File: config.mk
export PLATFORM = sky130hd
export DESIGN_NAME = tour_length_accumulator_top
export DESIGN_NICKNAME = d
export VERILOG_FILES = /design/src/rtl/tla_pkg.sv /design/src/rtl/tla_front.sv /design/src/rtl/tla_fifo.sv /design/src/rtl/tla_back.sv /design/src/rtl/tour_length_accumulator_top.sv
export SDC_FILE = /design/constraint.sdc
export NUM_CORES = 1
export LEC_CHECK = 0
export ABC_AREA = 1
export BUFFER_PORTS_ARGS = -buffer_cell sky130_fd_sc_hd__clkbuf_2
export CAP_MARGIN = 20
export CELL_PAD_IN_SITES_DETAIL_PLACEMENT = 0
export CELL_PAD_IN_SITES_GLOBAL_PLACEMENT = 1
export CORE_ASPECT_RATIO = 1.75
export CORE_MARGIN = 2
export CORE_UTILIZATION = 49
export DETAILED_ROUTE_END_ITERATION = 8
export GPL_TIMING_DRIVEN = 1
export PLACE_DENSITY_LB_ADDON = 0.1
export SLEW_MARGIN = 20
export SYNTH_ARGS = -nofsm -noshare
export SYNTH_HDL_FRONTEND = slang
export SYNTH_HIERARCHICAL = 1
export SYNTH_SLANG_ARGS = --single-unit
File: constraint.sdc
create_clock -name aclk -period 5.5 [get_ports aclk]
set_clock_uncertainty 0.1 [all_clocks]
set_input_delay 0.275 -clock aclk [delete_from_list [all_inputs] [get_ports aclk]]
set_output_delay 0.275 -clock aclk [all_outputs]
set_load 0.05 [all_outputs]
File: src/rtl/tla_pkg.sv
// Shared types and constants for the tour length accumulator.
`default_nettype none

package tla_pkg;

    // Entries in the queue between the front and the back end
    localparam int QUEUE_DEPTH = 2;

    // Back end sequencer states
    typedef enum logic [2:0] {
        ST_IDLE,
        ST_SQUARE,
        ST_LOAD,
        ST_ROOT,
        ST_ACC,
        ST_EMIT
    } tla_state_t;

    // Work class attached to each queued city
    typedef struct packed {
        logic has_dist;   // a previous city exists: add a leg
        logic last;       // closes the tour: emit the total
    } tla_ctl_t;

endpackage

`default_nettype wire

File: src/rtl/tla_front.sv
// Front end: takes city beats, forms the leg deltas and classifies the work.
`default_nettype none

module tla_front
    import tla_pkg::*;
#(
    parameter int COORD_BITS = 10,
    parameter int IN_W       = 24
) (
    input  wire logic                  aclk,
    input  wire logic                  aresetn,
    input  wire logic                  s_tvalid,
    output logic                       s_tready,
    input  wire logic [IN_W-1:0]       s_tdata,
    input  wire logic                  s_tlast,
    output logic                       push,
    output logic [COORD_BITS-1:0]      push_dx,
    output logic [COORD_BITS-1:0]      push_dy,
    output tla_ctl_t                   push_ctl,
    input  wire logic                  q_full
);

    logic [COORD_BITS-1:0] prev_x_reg, prev_x_next;
    logic [COORD_BITS-1:0] prev_y_reg, prev_y_next;
    logic                  have_prev_reg, have_prev_next;
    logic [COORD_BITS-1:0] city_x;
    logic [COORD_BITS-1:0] city_y;
    logic                  accept;

    assign city_x   = s_tdata[COORD_BITS-1:0];
    assign city_y   = s_tdata[2*COORD_BITS-1:COORD_BITS];
    assign s_tready = !q_full;
    assign accept   = s_tvalid && s_tready;

    // Absolute deltas against the previous city
    assign push_dx = (city_x >= prev_x_reg) ? city_x - prev_x_reg : prev_x_reg - city_x;
    assign push_dy = (city_y >= prev_y_reg) ? city_y - prev_y_reg : prev_y_reg - city_y;

    // Drop a first city that does not close the tour: it carries no work
    assign push_ctl.has_dist = have_prev_reg;
    assign push_ctl.last     = s_tlast;
    assign push              = accept && (have_prev_reg || s_tlast);

    // Track the previous city; a last beat starts a new tour
    always_comb begin
        prev_x_next    = prev_x_reg;
        prev_y_next    = prev_y_reg;
        have_prev_next = have_prev_reg;
        if (accept) begin
            prev_x_next    = city_x;
            prev_y_next    = city_y;
            have_prev_next = !s_tlast;
        end
    end

    always_ff @(posedge aclk) begin
        if (!aresetn) begin
            prev_x_reg    <= '0;
            prev_y_reg    <= '0;
            have_prev_reg <= 1'b0;
        end else begin
            prev_x_reg    <= prev_x_next;
            prev_y_reg    <= prev_y_next;
            have_prev_reg <= have_prev_next;
        end
    end

endmodule

`default_nettype wire

File: src/rtl/tla_fifo.sv
// Short queue that decouples the front end from the back end.
`default_nettype none

module tla_fifo
    import tla_pkg::*;
#(
    parameter int W = 22
) (
    input  wire logic          aclk,
    input  wire logic          aresetn,
    input  wire logic          wr_en,
    input  wire logic [W-1:0]  wr_data,
    output logic               full,
    input  wire logic          rd_en,
    output logic [W-1:0]       rd_data,
    output logic               empty
);

    localparam int PW = (QUEUE_DEPTH > 1) ? $clog2(QUEUE_DEPTH) : 1;
    localparam int CW = $clog2(QUEUE_DEPTH + 1);

    logic [W-1:0]  mem_reg [QUEUE_DEPTH];
    logic [PW-1:0] wr_ptr_reg, wr_ptr_next;
    logic [PW-1:0] rd_ptr_reg, rd_ptr_next;
    logic [CW-1:0] count_reg, count_next;
    logic          do_wr;
    logic          do_rd;

    assign full    = (count_reg == CW'(QUEUE_DEPTH));
    assign empty   = (count_reg == '0);
    assign do_wr   = wr_en && !full;
    assign do_rd   = rd_en && !empty;
    assign rd_data = mem_reg[rd_ptr_reg];

    // Advance pointers with wrap and track occupancy
    always_comb begin
        wr_ptr_next = wr_ptr_reg;
        rd_ptr_next = rd_ptr_reg;
        count_next  = count_reg;
        if (do_wr) begin
            wr_ptr_next = (wr_ptr_reg == PW'(QUEUE_DEPTH - 1)) ? '0 : wr_ptr_reg + 1'b1;
        end
        if (do_rd) begin
            rd_ptr_next = (rd_ptr_reg == PW'(QUEUE_DEPTH - 1)) ? '0 : rd_ptr_reg + 1'b1;
        end
        if (do_wr && !do_rd) begin
            count_next = count_reg + 1'b1;
        end else if (do_rd && !do_wr) begin
            count_next = count_reg - 1'b1;
        end
    end

    always_ff @(posedge aclk) begin
        if (do_wr) begin
            mem_reg[wr_ptr_reg] <= wr_data;
        end
    end

    always_ff @(posedge aclk) begin
        if (!aresetn) begin
            wr_ptr_reg <= '0;
            rd_ptr_reg <= '0;
            count_reg  <= '0;
        end else begin
            wr_ptr_reg <= wr_ptr_next;
            rd_ptr_reg <= rd_ptr_next;
            count_reg  <= count_next;
        end
    end

endmodule

`default_nettype wire

File: src/rtl/tla_back.sv
// Back end: squares the deltas, takes the bit-serial root, accumulates and emits.
`default_nettype none

module tla_back
    import tla_pkg::*;
#(
    parameter int COORD_BITS = 10,
    parameter int FRAC_BITS  = 8,
    parameter int COST_BITS  = 34,
    parameter int OUT_W      = 40
) (
    input  wire logic                  aclk,
    input  wire logic                  aresetn,
    input  wire logic                  q_empty,
    input  wire logic [COORD_BITS-1:0] q_dx,
    input  wire logic [COORD_BITS-1:0] q_dy,
    input  wire tla_ctl_t              q_ctl,
    output logic                       q_pop,
    output logic                       m_tvalid,
    input  wire logic                  m_tready,
    output logic [OUT_W-1:0]           m_tdata,
    output logic                       m_tuser
);

    localparam int SQ_W   = 2 * COORD_BITS;
    localparam int RAD_W  = 2 * COORD_BITS + 2;
    localparam int ROOT_W = COORD_BITS + 1 + FRAC_BITS;
    localparam int REM_W  = ROOT_W + 2;
    localparam int SUM_W  = ((COST_BITS > ROOT_W) ? COST_BITS : ROOT_W) + 1;
    localparam int CNT_W  = $clog2(ROOT_W + 1);
    localparam logic [COST_BITS-1:0] COST_MAX = {COST_BITS{1'b1}};

    tla_state_t             state_reg, state_next;
    logic [COORD_BITS-1:0]  dx_reg, dx_next;
    logic [COORD_BITS-1:0]  dy_reg, dy_next;
    tla_ctl_t               ctl_reg, ctl_next;
    logic [SQ_W-1:0]        sqx_reg, sqx_next;
    logic [SQ_W-1:0]        sqy_reg, sqy_next;
    logic [RAD_W-1:0]       rad_reg, rad_next;
    logic [REM_W-1:0]       rem_reg, rem_next;
    logic [ROOT_W-1:0]      root_reg, root_next;
    logic [CNT_W-1:0]       cnt_reg, cnt_next;
    logic [COST_BITS-1:0]   run_reg, run_next;
    logic                   ovf_reg, ovf_next;
    logic                   m_valid_reg, m_valid_next;
    logic [COST_BITS-1:0]   m_cost_reg, m_cost_next;
    logic                   m_sat_reg, m_sat_next;

    logic [REM_W-1:0]       rem_sh;
    logic [REM_W-1:0]       trial;
    logic                   take_bit;
    logic [SUM_W-1:0]       sum_full;
    logic                   sum_over;

    // One root digit per cycle: bring down the next radicand pair, try 4*root+1
    assign rem_sh   = {rem_reg[REM_W-3:0], rad_reg[RAD_W-1 -: 2]};
    assign trial    = {root_reg, 2'b01};
    assign take_bit = (rem_sh >= trial);

    // Running total plus this leg, clamped at the top of the cost range
    assign sum_full = SUM_W'(run_reg) + SUM_W'(root_reg);
    assign sum_over = (sum_full > SUM_W'(COST_MAX));

    assign m_tvalid = m_valid_reg;
    assign m_tdata  = OUT_W'(m_cost_reg);
    assign m_tuser  = m_sat_reg;

    // Sequencer: next state and datapath updates
    always_comb begin
        state_next   = state_reg;
        dx_next      = dx_reg;
        dy_next      = dy_reg;
        ctl_next     = ctl_reg;
        sqx_next     = sqx_reg;
        sqy_next     = sqy_reg;
        rad_next     = rad_reg;
        rem_next     = rem_reg;
        root_next    = root_reg;
        cnt_next     = cnt_reg;
        run_next     = run_reg;
        ovf_next     = ovf_reg;
        m_valid_next = m_valid_reg && !m_tready;
        m_cost_next  = m_cost_reg;
        m_sat_next   = m_sat_reg;
        q_pop        = 1'b0;

        unique case (state_reg)
            ST_IDLE: begin
                if (!q_empty) begin
                    q_pop      = 1'b1;
                    dx_next    = q_dx;
                    dy_next    = q_dy;
                    ctl_next   = q_ctl;
                    state_next = q_ctl.has_dist ? ST_SQUARE : ST_EMIT;
                end
            end
            ST_SQUARE: begin
                sqx_next   = SQ_W'(dx_reg) * SQ_W'(dx_reg);
                sqy_next   = SQ_W'(dy_reg) * SQ_W'(dy_reg);
                state_next = ST_LOAD;
            end
            ST_LOAD: begin
                rad_next   = RAD_W'(sqx_reg) + RAD_W'(sqy_reg);
                rem_next   = '0;
                root_next  = '0;
                cnt_next   = '0;
                state_next = ST_ROOT;
            end
            ST_ROOT: begin
                rem_next  = take_bit ? rem_sh - trial : rem_sh;
                root_next = {root_reg[ROOT_W-2:0], take_bit};
                rad_next  = {rad_reg[RAD_W-3:0], 2'b00};
                cnt_next  = cnt_reg + 1'b1;
                if (cnt_reg == CNT_W'(ROOT_W - 1)) begin
                    state_next = ST_ACC;
                end
            end
            ST_ACC: begin
                run_next   = sum_over ? COST_MAX : sum_full[COST_BITS-1:0];
                ovf_next   = ovf_reg || sum_over;
                state_next = ctl_reg.last ? ST_EMIT : ST_IDLE;
            end
            ST_EMIT: begin
                // Hold until the output register is free or being drained
                if (!m_valid_reg || m_tready) begin
                    m_valid_next = 1'b1;
                    m_cost_next  = run_reg;
                    m_sat_next   = ovf_reg;
                    run_next     = '0;
                    ovf_next     = 1'b0;
                    state_next   = ST_IDLE;
                end
            end
            default: begin
                state_next = ST_IDLE;
            end
        endcase
    end

    always_ff @(posedge aclk) begin
        if (!aresetn) begin
            state_reg   <= ST_IDLE;
            run_reg     <= '0;
            ovf_reg     <= 1'b0;
            m_valid_reg <= 1'b0;
        end else begin
            state_reg   <= state_next;
            run_reg     <= run_next;
            ovf_reg     <= ovf_next;
            m_valid_reg <= m_valid_next;
        end
    end

    always_ff @(posedge aclk) begin
        dx_reg     <= dx_next;
        dy_reg     <= dy_next;
        ctl_reg    <= ctl_next;
        sqx_reg    <= sqx_next;
        sqy_reg    <= sqy_next;
        rad_reg    <= rad_next;
        rem_reg    <= rem_next;
        root_reg   <= root_next;
        cnt_reg    <= cnt_next;
        m_cost_reg <= m_cost_next;
        m_sat_reg  <= m_sat_next;
    end

endmodule

`default_nettype wire

File: src/rtl/tour_length_accumulator_top.sv
// Top level of the tour length accumulator: front end, queue and back end.
//
// Cities of an open tour arrive on the s_ channel, one per beat, as x and y
// grid coordinates in visiting order; s_tlast marks the final city. Each
// city after the first adds floor(sqrt(dx^2 + dy^2) * 2^FRAC_BITS) to a
// running total. On the last city one result beat leaves on the m_ channel:
// the total in m_tdata (FRAC_BITS fraction bits, clamped at 2^COST_BITS-1)
// and the clamp flag in m_tuser. A one-city tour gives a total of zero.
// The front end takes a beat whenever the queue is not full and queues up to
// two legs. The back end works on one leg at a time: one dequeue, one square,
// one load, one root digit per cycle of the digit-serial square root, one
// accumulate. It takes the next leg from the queue only once it is back in
// idle. A last city then passes through an emit step that loads the output
// register with the total.
// Reset clears the queue, the previous city and the total; s_tready is high
// on the cycle after reset. When the receiver stalls, the result holds in
// the output register, the back end waits on the next result and the queue
// fills, after which s_tready falls.
`default_nettype none

module tour_length_accumulator_top
    import tla_pkg::*;
#(
    parameter int COORD_BITS = 10,
    parameter int FRAC_BITS  = 8,
    parameter int COST_BITS  = 34
) (
    input  wire logic                                 aclk,
    input  wire logic                                 aresetn,
    input  wire logic                                 s_tvalid,
    output logic                                      s_tready,
    // city_x, city_y, zero fill
    input  wire logic [((2*COORD_BITS+7)/8)*8-1:0]    s_tdata,
    input  wire logic                                 s_tlast,
    output logic                                      m_tvalid,
    input  wire logic                                 m_tready,
    // tour_cost, zero fill
    output logic [((COST_BITS+7)/8)*8-1:0]            m_tdata,
    // cost_saturated
    output logic                                      m_tuser
);

    localparam int IN_W  = ((2 * COORD_BITS + 7) / 8) * 8;
    localparam int OUT_W = ((COST_BITS + 7) / 8) * 8;
    localparam int Q_W   = 2 * COORD_BITS + $bits(tla_ctl_t);

    logic                  push;
    logic [COORD_BITS-1:0] push_dx;
    logic [COORD_BITS-1:0] push_dy;
    tla_ctl_t              push_ctl;
    logic                  q_full;
    logic                  q_empty;
    logic                  q_pop;
    logic [Q_W-1:0]        q_rd_data;
    logic [COORD_BITS-1:0] q_dx;
    logic [COORD_BITS-1:0] q_dy;
    tla_ctl_t              q_ctl;

    tla_front #(
        .COORD_BITS (COORD_BITS),
        .IN_W       (IN_W)
    ) u_front (
        .aclk     (aclk),
        .aresetn  (aresetn),
        .s_tvalid (s_tvalid),
        .s_tready (s_tready),
        .s_tdata  (s_tdata),
        .s_tlast  (s_tlast),
        .push     (push),
        .push_dx  (push_dx),
        .push_dy  (push_dy),
        .push_ctl (push_ctl),
        .q_full   (q_full)
    );

    tla_fifo #(
        .W (Q_W)
    ) u_fifo (
        .aclk    (aclk),
        .aresetn (aresetn),
        .wr_en   (push),
        .wr_data ({push_dx, push_dy, push_ctl}),
        .full    (q_full),
        .rd_en   (q_pop),
        .rd_data (q_rd_data),
        .empty   (q_empty)
    );

    assign {q_dx, q_dy, q_ctl} = q_rd_data;

    tla_back #(
        .COORD_BITS (COORD_BITS),
        .FRAC_BITS  (FRAC_BITS),
        .COST_BITS  (COST_BITS),
        .OUT_W      (OUT_W)
    ) u_back (
        .aclk     (aclk),
        .aresetn  (aresetn),
        .q_empty  (q_empty),
        .q_dx     (q_dx),
        .q_dy     (q_dy),
        .q_ctl    (q_ctl),
        .q_pop    (q_pop),
        .m_tvalid (m_tvalid),
        .m_tready (m_tready),
        .m_tdata  (m_tdata),
        .m_tuser  (m_tuser)
    );

    // A clamped total must read as the full-scale cost
    a_sat_full_scale: assert property (@(posedge aclk) disable iff (!aresetn)
        m_tvalid && m_tuser |-> (&m_tdata[COST_BITS-1:0]))
        else $error("clamped total is not full scale");

    // The queue comes out of reset empty, so the input side is open
    a_ready_after_reset: assert property (@(posedge aclk)
        !aresetn |=> s_tready)
        else $error("input not ready after reset");

    // Nothing reaches the back end without having been queued
    a_pop_needs_entry: assert property (@(posedge aclk) disable iff (!aresetn)
        q_pop |-> !q_empty)
        else $error("back end popped an empty queue");

endmodule

`default_nettype wire
; Word level (Yosys, flattened, before mapping)
; Memory sizes are Yosys's and may differ from the RTL's. A register that Yosys moved wholly into a read port is not among the register bits.
; Index checks and enable logic that the tools add are counted.
[totals]
in_bits = 29
output_inout_bits = 43
ramBits = 44
regBits = 225
wordCells = 107
memories = 1
[op_classes]
n_reduce_logical = 26
mux = 30
mul = 2
add_sub_neg = 12
bitwise = 1
order_cmp = 4
n_eq_ne = 10
[memory_table]
columns = memory, depth, width, read_ports, rd_clocked_by_memory_dff, wr, line_no
row1 = u_fifo.mem_reg, 2, 22, 1, 1, 1, tla_fifo.sv:22  ; logic [W-1:0] mem_reg [QUEUE_DEPTH];
[op_table]
columns = cell, n
row1 = $pmux W19 S2, 2
row2 = $mux W34, 2
row3 = $pmux W34 S2, 1
row4 = $pmux W22 S2, 1
row5 = $mul A10 B10 Y20, 2
row6 = $sub A10 B10 Y10, 4
row7 = $add A34 B19 Y35, 1
row8 = $gt A35 B34 Y1 const B, 1
row9 = $add A20 B20 Y21, 1
row10 = $ge A21 B21 Y1, 1
row11 = $ge A10 B10 Y1, 2
row12 = $mux W10, 2
row13 = $mux W19, 1
row14 = $sub A19 B19 Y19, 1
row15 = $pmux W3 S6, 1
row16 = $mux W3, 5
row17 = $mux W1, 11
row18 = $pmux W5 S2, 1
row19 = $logic_and A1 B1 Y1, 7
row20 = $logic_not A1 Y1, 7
row21 = $eq A3 B2 Y1 const B, 2
row22 = $eq A3 B3 Y1 const B, 2
row23 = $reduce_and A2 Y1, 3
row24 = $reduce_bool A2 Y1, 3
row25 = 16 further kinds, 21

; Longest topological paths before layout
; Gate-level depths: netlist of the first run.
[depth]
word_depth = 9
depth_mapped = 23
ltp_nobuf = 22

; Cells and area by module
; The synthesis of the first run kept the hierarchy.
[modules_own_cells]
columns = mod, seq_area_each_um2, cells_each, n_inst, area_per_inst_um2
row1 = tla_back, 5555.3, 1965, 1, 16400.7
row2 = tla_front, 420.4, 496, 1, 2955.3
row3 = tla_fifo, 1421.4, 106, 1, 1839.3

; Least setup slack after synthesis of the first run
; No wires, ideal clock.
[synth_timing]
path_type = register to register
startpoint = register u_back.dy_reg[1]
endpoint = register u_back.sqy_reg[17], data pin
period_less_slack_ps = 5062
path_stages_with_launch = 19
slack_ps = 438
n_path_buf = 1
required_time_ps = 5135
arrival_ps = 4697
setup_ps = 265
cell_sequence = edfxtp_1 clkbuf_1 nand2_1 fa_1 fa_1 inv_1 fa_1 fa_1 inv_1 fa_1 inv_1 ha_1 nand2_1 a21oi_1 nor3_1 nand3_1 a21oi_1 o21ai_0 xor2_1
[synth_via]
elab_chain_len = 1
[synth_lines]
columns = element, line_no
row1 = start: declaration, tla_back.sv:35  ; logic [COORD_BITS-1:0] dy_reg, dy_next;
row2 = start signal: assignment, tla_back.sv:156  ; dy_reg <= dy_next;
row3 = $mul A10 B10 Y20, tla_back.sv:99  ; sqy_next = SQ_W'(dy_reg) * SQ_W'(dy_reg);
row4 = end signal: assignment, tla_back.sv:159  ; sqy_reg <= sqy_next;
row5 = end: declaration, tla_back.sv:38  ; logic [SQ_W-1:0] sqy_reg, sqy_next;
; Every way passes these cells.
; A chain may end at the register's enable or synchronous reset.

; Worst setup path after layout of the first run
[layout_timing]
startpoint = register u_back.dy_reg[3]
endpoint = register u_back.sqy_reg[17], data pin
; Same word-level chain as after synthesis.

==> results of run 1 <==
final timing paths:
path / from / to / slack [ns]
max: u_back/dy_reg[3]$_DFFE_PP_ / u_back/sqy_reg[17]$_DFFE_PP_ / 0.33
max reg2reg: u_back/dy_reg[3]$_DFFE_PP_ / u_back/sqy_reg[17]$_DFFE_PP_ / 0.33
min: aresetn / u_fifo/count_reg[1]$_SDFFE_PN0P_ / 0.10
min reg2reg: u_back/ovf_reg$_SDFFE_PN0P_ / u_back/m_tuser$_DFFE_PP_ / 0.35
metrics by stage:
step                area, um^2  setup slack (ns)  cells  hold slack (ns)
finish                   23300             0.327   3225            0.103
CTS                      23300             0.239   3225           0.0732
floorplan                21200             0.438   2572            0.264
detailed placement       22100             0.239   3150            0.339
global placement         22100             0.272   3150            0.332
global route             23300            0.0636   3225            0.114
repair_timing:
action | in CTS | in global routing
hold endpoints to repair | 24 | 0
resized for setup | 0 | 1
setup endpoints to repair | 0 | 1
hold buffers | 22 | 0
setup buffers | 0 | 0
critical path, stage by stage (launching register included):
cell,delay (ns)
edfxtp_1,0.51
nand2_1,0.17
inv_1,0.07
fa_1,0.47
fa_1,0.56
fa_1,0.45
fa_1,0.55
inv_1,0.05
fa_1,0.52
inv_1,0.04
ha_1,0.35
nand2_1,0.11
a21oi_1,0.05
nor3_2,0.19
nand3_1,0.18
a21oi_1,0.25
o21ai_0,0.13
xor2_1,0.15
cells by family (layout without fill, tap and decap cells):
kind of cell,count (synthesis),count (layout),synth area share (%)
multiplexers,22,22,1.17
AO/OA/AOI/OAI,329,329,8.50
buffers and inverters,526,618,9.91
AND/OR/NAND/NOR,1028,1028,20.5
flip-flops,268,268,34.9
adder cells (fa/ha/maj),296,296,21.0
XOR/XNOR,97,97,4.01
other,1,6,0.0177
final cells by class:
cell class	count	area, um^2
fillers	4061	19400
well taps	561	702
flip-flops and latches	268	7400
inverters	451	1690
clock inverters	20	193
clock buffers	33	751
multi-input cells	1778	11800
repair buffers	114	758
per-layer routing:
metal | vias up | share of wire (%) | GRT usage (%) | wire [um]
met4 | 0 | 5.6 | 11.7 | 2800
met3 | 116 | 2.0 | 1.87 | 1020
met1 | 7688 | 33 | 19.8 | 16800
met5 | - | 0 | 0 | 0
li1 | 8378 | - | - | -
met2 | 241 | 59 | 48.4 | 29600
layout by cell type (no fill, tap or decap), drive strengths merged, types with 20 or more instances in the layout:
master / count
inv: 452
mux2: 22
fa: 99
ha: 197
o21ai: 110
xnor2: 37
edfxtp: 203
nor2: 170
nand4: 21
nor3: 20
buf: 31
nand2: 665
clkbuf: 94
a21oi: 175
dlygate4sd3: 22
dfxtp: 65
nand3: 126
xor2: 60
==> flow_summary.toml, run 1 <==
[synth]
syn-cell-area_um2 = 21200
synth_ff_type = "edfxtp_1"
yosysMostFrequentCell = "nand2_1"
ys_seq_area_share_pct = 34.9
synth_top_area_share_pct = 28.8
yosysWarnings = 6
synthArstFlopShare_pct = 0
yosys.area.top_type = "edfxtp_1"
synthTopCellsByCount = "nand2_1, inv_1, edfxtp_1"
ys_seq_elements = 268
avgSynthCellArea_um2 = 8.26
synthCells = 2567
synth_cell_types = 53
synth.area.top_cells = "edfxtp_1, ha_1, nand2_1"
synth-edff-count = 203

[final_layout]
antenna_cells = 0
drive_above_1_share_pct = 8.86
area_growth_syn_to_layout_pct = 9.76
nets = 2967
final_util_pct = 54.5
largest_reg_flops = 44

[clock_tree]
clkTransAtPathRegs_ns = 0.06
cts_tree = "yes"
clk_latency_ns = 0.57
clk_path_buf_depth = 3
root_buffer = "clkbuf_16"
clkSinkCount = 268
htreeDepth = 1
tritoncts.num_buffers = 29

[drt]
vias = 16423
route.detailed.drc = 0
initialDrtViolationCount = 663
first_pass_iters = 5
wl_per_cell_um = 15.6
routed_wl_um = 50200
avgViaCountPerCell = 5.09
antenna_left = 0

[sta]
fmax_mhz = 193
final_max_slew_viol_count = 0
fin_crit_ns = 5.17
setup_tns_ns = 0
fin_crit_sh_pct = 94.1
setup_viol = 0
max_slew_margin_pct = 31.0
rsz0062_at_grt = "no"
hold_viol_final = 0
worst_pin_slew_ns = 1.03

[setup_path]
reg2reg_depth = 17
cp-start-kind = "flop"
path_class = "reg -> reg"
setup.worst_path.end_class = "flop"
crit_fanout = 7
required_ns = 5.71
cp.arrival_ns = 5.38

[die]
dieHeight_um = 279
io_pins = 72
num_rows = 100
dieArea_um2 = 45000
die_w_um = 161
coreArea_um2 = 42700
start_util_pct = 49.7

[grt]
gr-usage-all-layers_pct = 22.5
grt-ovfl-total = 0
grt_max_degree = 66
first_global_vias = 17102
grt_pass1_wl_um = 80900
antenna_found_initial = 0

[worst_hold_path]
min_path_cells = 4
hold_path.class = "in -> reg"

[job]
drv_cap = 0

[placed_design]
io_buffers = 61
dp_hpwl_um = 40600
gp_congestion = 0.926

[status]
status = "finished, final reports clean"
Power of run 1 is left out: the tool's default activity adds up to more than one toggle a clock period on the data nets, which glitch-free logic cannot reach.
==> run 2: changes to the inputs <==
--- a/config.mk
+++ b/config.mk
@@ -15,7 +15,7 @@
 export CORE_UTILIZATION = 49
 export DETAILED_ROUTE_END_ITERATION = 8
 export GPL_TIMING_DRIVEN = 1
-export PLACE_DENSITY_LB_ADDON = 0.1
+export PLACE_DENSITY_LB_ADDON = 0.08
 export SLEW_MARGIN = 20
 export SYNTH_ARGS = -nofsm -noshare
 export SYNTH_HDL_FRONTEND = slang
==> run 2 against run 1 <==
  * Non-clock buffer count fell by 3
  * Sequential share of layout area hardly changed
  * Global-route usage up 0.60 points
  * Final cell count down 0.12%
  * Final area hardly changed
  * Die area unchanged
  * Maximum frequency shrank 1.5%
  * Setup slack got worse by 0.080 ns
  * First-iteration DRC count rose by 0.60%
  * Critical path type unchanged
  * Critical endpoint is now u_back/sqx_reg[13]$_DFFE_PP_
  * Largest cell class unchanged
==> flow_summary.toml, run 2 (synthesized netlist as in run 1, its figures left out) <==
[clock_tree]
cts_tree = "yes"
tritoncts.num_buffers = 28
clkTransAtPathRegs_ns = 0.06
clk_latency_ns = 0.57
clk_path_buf_depth = 3
root_buffer = "clkbuf_16"
clkSinkCount = 268
htreeDepth = 1

[grt]
grt_pass1_wl_um = 82800
grt_max_degree = 66
grt-ovfl-total = 0
gr-usage-all-layers_pct = 23.1
first_global_vias = 17332
antenna_found_initial = 0

[sta]
hold_viol_final = 0
rsz0062_at_grt = "yes"
final_max_slew_viol_count = 0
max_slew_margin_pct = 33.3
setup_viol = 0
fin_crit_sh_pct = 95.5
fmax_mhz = 190
worst_pin_slew_ns = 1.00
fin_crit_ns = 5.25

[placed_design]
io_buffers = 61
dp_hpwl_um = 41300
gp_congestion = 0.899
place_area_um2 = 22100

[final_layout]
final_area_um2 = 23200
area_growth_syn_to_layout_pct = 9.69
final_common_cell = "nand2_1"
drive_above_1_share_pct = 8.72
num-fill-cells = 4060
antenna_cells = 0
nets = 2963
final_cell_mix = "nand2_1, inv_1, edfxtp_1, ha_1, a21oi_1"
largest_reg_flops = 44

[die]
start_util_pct = 49.7
num_rows = 100
io_pins = 72
die_w_um = 161
dieHeight_um = 279
coreArea_um2 = 42700
dieArea_um2 = 45000

[setup_path]
setup.worst_path.end_class = "flop"
rr_startpoint = "u_back/dx_reg[6]$_DFFE_PP_"
path_class = "reg -> reg"
reg2reg_depth = 19
required_ns = 5.70
reg2reg_to = "u_back/sqx_reg[13]$_DFFE_PP_"
reg2reg_slack_ns = 0.25
cp.arrival_ns = 5.45
crit_fanout = 9
cp-start-kind = "flop"

[worst_hold_path]
min_path_cells = 4
hold_start = "s_tvalid"
hold_end = "u_front/prev_x_reg[1]$_SDFFE_PN0P_"
hold_path.class = "in -> reg"

[drt]
initialDrtViolationCount = 667
routed_wl_um = 50900
wl_per_cell_um = 15.8
route.detailed.drc = 0
antenna_left = 0
vias = 16465
avgViaCountPerCell = 5.11
first_pass_iters = 5

[status]
status = "finished, final reports clean"

[job]
drv_cap = 0
[run 2: changes by cell type in the layout (fill, tap and decap cells not counted), sizes merged]
| cell | delta |
|---|---|
| clkbuf | +5 |
| clkinv | -5 |
| buf | -3 |
| inv | +3 |
| clkinvlp | -3 |
| bufinv | -1 |
[run 2: cell type report]
| class | instances | area (um^2) | share of cell area [%] |
|---|---|---|---|
| Multi-Input combinational cell | 1778 | 11800 | 50.6 |
| Sequential cell | 268 | 7400 | 31.8 |
| Inverter | 451 | 1690 | 7.28 |
| Clock buffer | 38 | 801 | 3.44 |
| Timing Repair Buffer | 111 | 743 | 3.20 |
| Tap cell | 561 | 702 | 3.02 |
| Clock inverter | 14 | 144 | 0.619 |
[run 2: worst max path at each step]
stage	start	end	slack [ns]
finish	u_back/dx_reg[6]$_DFFE_PP_	u_back/sqx_reg[13]$_DFFE_PP_	0.25
global route	u_back/dy_reg[2]$_DFFE_PP_	u_back/sqy_reg[17]$_DFFE_PP_	-0.005
CTS	u_back/dx_reg[3]$_DFFE_PP_	u_back/sqx_reg[13]$_DFFE_PP_	0.25
detailed placement	u_back/dx_reg[3]$_DFFE_PP_	u_back/sqx_reg[13]$_DFFE_PP_	0.26
global placement	u_back/dy_reg[2]$_DFFE_PP_	u_back/sqy_reg[17]$_DFFE_PP_	0.32
floorplan	u_back/dy_reg[1]$_DFFE_PP_	u_back/sqy_reg[17]$_DFFE_PP_	0.44
[run 2: metrics by stage]
| step | util [%] | hold WS (ns) | cells | setup WS [ns] | setup TNS [ns] |
|---|---|---|---|---|---|
| 3_3_place_gp | 51.7 | 0.319 | 3145 | 0.317 | 0 |
| 2_1_floorplan | - | 0.264 | 2572 | 0.438 | 0 |
| 3_5_place_dp | 51.7 | 0.325 | 3146 | 0.264 | 0 |
| 5_1_grt | 54.5 | 0.214 | 3221 | -0.00453 | -0.00453 |
| 4_1_cts | 54.5 | 0.158 | 3220 | 0.246 | 0 |
| 6_report | 54.5 | 0.181 | 3221 | 0.247 | 0 |
[run 2: timing repair]
item                                    in CTS  in global routing
resized for setup                            0                  1
endpoints found under the setup margin       0                  2
buffers inserted                             0                  1
hold endpoints to repair                    24                  0
hold buffers                                22                  0
[run 2: routing by layer]
layer  share of wire, %  global-route usage [%]  wire [um]  vias to the layer above
li1                   -                       -          -                     8368
met1                 33                    20.0      16600                     7720
met2                 60                    50.2      30500                      249
met3                2.0                    1.87       1020                      128
met4                5.5                    11.8       2790                        0
met5                  0                       0          0                        -
[run 2: critical path, cell delays in order (launching register included)]
cell and delay (ns):
edfxtp_1 0.56, nand2_1 0.19, inv_1 0.08, fa_1 0.46
ha_1 0.29, inv_1 0.05, fa_1 0.52, inv_1 0.05
fa_1 0.53, inv_1 0.05, fa_1 0.52, inv_1 0.04
ha_1 0.36, a21oi_1 0.18, o21ai_0 0.14, inv_1 0.08
nand2_1 0.07, a31oi_1 0.42, o21bai_1 0.13, xor2_1 0.16
Power of run 2 is left out for the same reason.
